===== src/rtl/assert_macros.svh =====
// Assertion macros shared by the framebuffer RTL; empty under synthesis.
`ifndef ASSERT_MACROS_SVH
`define ASSERT_MACROS_SVH

`ifndef SYNTHESIS

// Same-cycle implication, sampled on clk, quiet while rst_n is low.
`define PFPW_ASSERT_IMP(lbl, ante, cons) \
  lbl: assert property (@(posedge clk) disable iff (!rst_n) (ante) |-> (cons)) \
    else $error("pfpw: same-cycle check failed");

// Next-cycle implication, sampled on clk, quiet while rst_n is low.
`define PFPW_ASSERT_NXT(lbl, ante, cons) \
  lbl: assert property (@(posedge clk) disable iff (!rst_n) (ante) |=> (cons)) \
    else $error("pfpw: next-cycle check failed");

`else

`define PFPW_ASSERT_IMP(lbl, ante, cons)
`define PFPW_ASSERT_NXT(lbl, ante, cons)

`endif

`endif


===== src/rtl/pfpw_pkg.sv =====
// Shared types and constants of the page framebuffer pixel writer.
`timescale 1ns / 1ps

package pfpw_pkg;

  // Action codes carried by an input beat
  typedef enum logic [2:0] {
    ACT_VWRITE = 3'd0,
    ACT_HWRITE = 3'd1,
    ACT_FILL   = 3'd2,
    ACT_CLEAR  = 3'd3,
    ACT_READ   = 3'd4
  } action_t;

  // Controller states, one-hot
  typedef enum logic [4:0] {
    ST_SWEEP = 5'b00001,
    ST_IDLE  = 5'b00010,
    ST_RMW   = 5'b00100,
    ST_LOOK  = 5'b01000,
    ST_DONE  = 5'b10000
  } state_t;

  // One read-modify-write step: which bits to touch and their new values
  typedef struct packed {
    logic [7:0] mask;
    logic [7:0] bits;
  } step_t;

  // Byte steps per write action
  localparam logic [3:0] VSTEPS = 4'd2;
  localparam logic [3:0] HSTEPS = 4'd8;

endpackage


===== src/rtl/pfpw_step.sv =====
// Address, mask and pixel bits of one byte step of a vertical or horizontal write.
`timescale 1ns / 1ps

module pfpw_step #(
  parameter int  WIDTH_PX  = 128,
  parameter int  HEIGHT_PX = 64,
  localparam int PAGES     = (HEIGHT_PX + 7) / 8,
  localparam int CW        = $clog2(WIDTH_PX),
  localparam int PW        = (PAGES > 1) ? $clog2(PAGES) : 1,
  localparam int AW        = PW + CW
) (
  input  logic                 vert,
  input  logic [7:0]           col_x,
  input  logic [7:0]           row_y,
  input  logic [7:0]           pixel_byte,
  input  logic [2:0]           step,
  output logic [AW-1:0]        addr,
  output pfpw_pkg::step_t      op
);

  localparam int LAST_ROWS = HEIGHT_PX - 8 * (PAGES - 1);
  localparam logic [7:0] LAST_MASK = 8'((16'd1 << LAST_ROWS) - 16'd1);

  logic [15:0] vmask_w;
  logic [15:0] vbits_w;
  logic [7:0]  hshift_w;
  logic [5:0]  page_w;
  logic [8:0]  col_w;
  logic [7:0]  raw_mask_w;
  logic [7:0]  row_mask_w;
  logic        in_range_w;
  logic [7:0]  mask_w;
  logic [7:0]  bits_w;

  // Vertical byte straddles two pages: low part on page, high part on page+1
  assign vmask_w  = 16'h00FF << row_y[2:0];
  assign vbits_w  = {8'h00, pixel_byte} << row_y[2:0];
  // Horizontal: MSB first, so bit 7-k lands in bit 7 after shifting by k
  assign hshift_w = pixel_byte << step;

  assign page_w = vert ? (6'(row_y[7:3]) + 6'(step[0])) : 6'(row_y[7:3]);
  assign col_w  = vert ? {1'b0, col_x} : ({1'b0, col_x} + 9'(step));

  always_comb begin
    if (vert) begin
      raw_mask_w = step[0] ? vmask_w[15:8] : vmask_w[7:0];
      bits_w     = step[0] ? vbits_w[15:8] : vbits_w[7:0];
    end else begin
      raw_mask_w = 8'h01 << row_y[2:0];
      bits_w     = {8{hshift_w[7]}};
    end
  end

  // Clipping: rows past the panel in the last page, columns and pages past the edge
  assign row_mask_w = (page_w == 6'(PAGES - 1)) ? LAST_MASK : 8'hFF;
  assign in_range_w = (col_w < 9'(WIDTH_PX)) && (page_w < 6'(PAGES));
  assign mask_w     = in_range_w ? (raw_mask_w & row_mask_w) : 8'h00;

  assign op   = '{mask: mask_w, bits: bits_w};
  assign addr = {page_w[PW-1:0], col_w[CW-1:0]};

endmodule

===== config.mk =====
export PLATFORM = sky130hd
export DESIGN_NAME = pfpw_step
export DESIGN_NICKNAME = d
export VERILOG_FILES = /design/src/rtl/assert_macros.svh /design/src/rtl/pfpw_pkg.sv /design/src/rtl/pfpw_step.sv
export SDC_FILE = /design/constraint.sdc
export NUM_CORES = 1
export LEC_CHECK = 0
export BUFFER_PORTS_ARGS = -buffer_cell sky130_fd_sc_hd__buf_2
export CELL_PAD_IN_SITES_DETAIL_PLACEMENT = 0
export CELL_PAD_IN_SITES_GLOBAL_PLACEMENT = 2
export CORE_UTILIZATION = 25
export DETAILED_ROUTE_END_ITERATION = 12
export GPL_TIMING_DRIVEN = 0
export PLACE_DENSITY_LB_ADDON = 0.2
export REMOVE_ABC_BUFFERS = 1
export SLEW_MARGIN = 30
export SYNTH_ARGS = -nofsm -noshare
export SYNTH_HDL_FRONTEND = slang
export SYNTH_SLANG_ARGS = --single-unit

===== constraint.sdc =====
create_clock -name vclk -period 2.8
set_clock_uncertainty 0.05 [all_clocks]
set_input_delay 0.56 -clock vclk [all_inputs]
set_output_delay 0.56 -clock vclk [all_outputs]
set_load 0.01 [all_outputs]

== Word-level counts from Yosys, hierarchy flattened ==
Index checks and enable logic that the tools add are counted.

* Word-level logic and storage cells: 16
* Register bits after elaboration: 0
* Output and inout port bits: 26
* Bits of input ports: 28

* Add/subtract/negate cells: 2
* Shift-type cells: 4
* Reductions and logical operators: 1
* Multiplexer cells: 7
* Magnitude comparators: 2

{| class="wikitable"
|+ Operator list
! kind !! count
|-
| two-way mux 8 bit || 5
|-
| left shift 8 x 3 -> 16 bit || 1
|-
| left shift 8 x 3 -> 16 bit (first input constant) || 1
|-
| adder 8 x 3 -> 9 bit || 1
|-
| < comparator 9 x 8 -> 1 bit (second input constant) || 1
|-
| two-way mux 9 bit || 1
|-
| left shift 1 x 3 -> 8 bit (first input constant) || 1
|-
| left shift 8 x 3 -> 8 bit || 1
|-
| adder 5 x 1 -> 6 bit || 1
|-
| < comparator 6 x 4 -> 1 bit (second input constant) || 1
|-
| two-way mux 6 bit || 1
|-
| logical AND 1 bit || 1
|}

== Logic depth before layout (Yosys ltp) ==
* Word-level depth: 5
* Mapped depth: 7
* Depth with buffers taken out: 6

== Least setup slack after synthesis ==
OpenSTA, ideal clock, no wires.

* Path type: input to output
* Start point: in col_x[0]
* End point: out op[13] (netlist name)
* Stages on the path: 6
* Arrival: 2.131 ns
* Slack: 0.059 ns
* Cell sequence: ha_1 > fa_1 > a21oi_1 > o21ai_0 > mux2_2 > a211oi_1

{| class="wikitable"
|+ RTL lines
! item !! line !! text
|-
| from (decl) || pfpw_step.sv:13 || <nowiki>input logic [7:0] col_x,</nowiki>
|-
| to (decl) || pfpw_step.sv:18 || <nowiki>output pfpw_pkg::step_t op</nowiki>
|}

==> flow_summary.toml <==
[sta]
finalMaxSlewViolations = 0
worst_pin_slew_ns = 0.4731
finalCriticalPeriod_ns = 2.722
relSlewSlack = 0.6846
fin_setup_tns_ns = 0
hold_viol = 0
fmaxAchievable_mhz = 367.4
setup_viol = 0
holdWs_ns = 1.348
rsz0062_at_grt = "false"
min_period_over_period = 0.9720

[floorplan]
io_pins = 54
initial_utilization = 0.2630
die-area_sq_um = 4504
coreArea_sq_um = 4029
chipHeight_microns = 67.11
num_rows = 23
die_w_microns = 67.11

[layout]
area_growth_syn_to_layout_pct = 38.37
diodes = 0
fillerInstances = 445
final_cell_count_no_fill = 232
layout.nets = 218
regArea_sq_um = 0
postLayoutCoreUtil = 0.3640
n_clock_buffer = 0
fin_area_sq_um = 1466
drive_gt1_frac = 0.4670
seq_cells = 0

[logic_synthesis]
synth_cell_types = 41
yosysSeqAreaShare = 0
synth.cell_area_sq_um = 1060
syn-instance-count = 137
ys_warn_count = 0
post_synth.cell_area_avg_sq_um = 7.736

[route]
drc = 0
wl_microns = 3378
postRouteAntennaNets = 0
drt_iter0_drc = 35
avgViaCountPerCell = 5.259
first_pass_iters = 4
wl_per_cell_microns = 14.56
routed-via-count = 1220

[power_and_ir_drop]
switching_share = 0.5308
power.internal_uw = 122.2
p_sw_uw = 138.2
pwr-share-seq = 0
p_comb_frac = 1.000
pwr-share-clk = 0
leakage_nw = 0.6392
powerDensity_nw_per_um2 = 177.6
irDropWorstVdd_uv = 62.07

[placed_design]
gp_congestion = 0.7553
placed_area_sq_um = 1324
placed_cells = 228
place_hpwl_microns = 2451
io_buffer_count = 54

[critical_path]
cp_slowest_cell = "fa_2"
path_max_fanout = 16
crit_path_end_kind = "output pin"
path_class = "in2out"
crit_chain = "buf_12, ha_4, fa_2, a21oi_2, o21ai_1, mux2_4, a211oi_1, buf_2"
critical-path-max-stage-delay_ns = 0.35
required_ns = 2.19
cp-start-kind = "input pin"
arrival_ns = 2.11

[grt]
grt_max_degree = 28
grt_pass1_vias = 1168
grt_pass1_wl_microns = 5395
overflow = 0
antenna_found_initial = 0
grt_use_total = 0.1485

[job]
max-cap-violations = 0

[worst_hold_path]
whs_path_depth = 3
hold_path.class = "in2out"

[status]
status = "completed"
==> placed cells by master, fill, tap and decap left out, types with 3 or more instances in the layout <==
master | Yosys | routed
xor2_1 | 4 | 4
nand3_1 | 5 | 5
ha_4 | 0 | 3
nand2_1 | 10 | 10
o21ai_0 | 10 | 8
mux2i_1 | 12 | 12
inv_1 | 3 | 3
mux2_2 | 9 | 8
nor2_1 | 6 | 6
nor3_1 | 10 | 8
mux4_2 | 3 | 3
buf_4 | 0 | 5
nand2b_1 | 3 | 3
buf_2 | 4 | 50
a21o_1 | 3 | 3
a21oi_1 | 6 | 5
xnor2_1 | 5 | 5
==> cell type report <==
class | count | area, sq um | share of cell area
Tap cell | 50 | 62.56 | 0.04266
Multi-Input combinational cell | 121 | 1066 | 0.7270
Inverter | 3 | 11.26 | 0.007679
Timing Repair Buffer | 58 | 326.6 | 0.2227
==> metal layers <==
metal	track usage	routed length, microns	up-vias
met1	0.2030	1624	572
met4	0.002660	0	0
li1	-	-	617
met3	0.005137	124	0
met5	0	0	-
met2	0.2688	1629	31
==> through the flow <==
step,power [mW],setup slack (ns)
finish,0.2604,0.07846
global route,0.2857,0.01030
CTS,0.2530,-0.006971
detailed placement,0.2338,-0.3884
global placement,0.2311,-0.3420
floorplan,0.1322,0.05936
==> path summary, 6_finish.rpt <==
| path | from | end | slack (ns) |
|---|---|---|---|
| setup / recovery | step[0] | op[11] | 0.08 |
| hold / removal | col_x[6] | addr[6] | 1.35 |
==> cells by family after synthesis <==
group / share of synthesized area
muxes: 0.2975
buffers and inverters: 0.07555
adders and majority gates: 0.07792
AOI/OAI and AO/OA: 0.2480
and+or+nand+nor: 0.2267
xor gates and xnor gates: 0.07437
==> worst max-delay path, delay by kind of cell <==
family                     cells  cell delay (ns)
muxes                          1             0.32
adders and majority gates      2             0.51
buffers and inverters          2             0.30
AOI/OAI and AO/OA              3             0.41
==> power by group through the flow <==
stage               Clock [mW]  Sequential (mW)  Combinational, mW
global route                 0                0              0.286
detailed placement           0                0              0.234
global placement             0                0              0.231
CTS                          0                0              0.253
finish                       0                0              0.260
floorplan                    0                0              0.132
==> Yosys cell counts, types with 3 or more instances <==
master    number  share of area
xor2_1         4          0.033
xnor2_1        5          0.041
ha_1           5          0.059
nand2_1       10          0.035
clkbuf_1       6          0.021
nand2b_1       3          0.018
inv_1          3          0.011
a21o_1         3          0.021
a211oi_1       4          0.028
mux4_2         3          0.064
mux2_2         9          0.096
nor3_1        10          0.047
nor2_1         6          0.021
mux2i_1       12           0.11
nand3_1        5          0.024
buf_2          4          0.019
o21ai_0       10          0.047
a21oi_1        6          0.028
==> what timing repair did <==
action / in CTS / in global routing
hold buffers: 0 / 0
setup buffers: 3 / 1
endpoints found under the setup margin: 9 / 9
gates resized for setup: 16 / 9
pin swaps: 5 / 5
(Power assumes the default switching activity.)
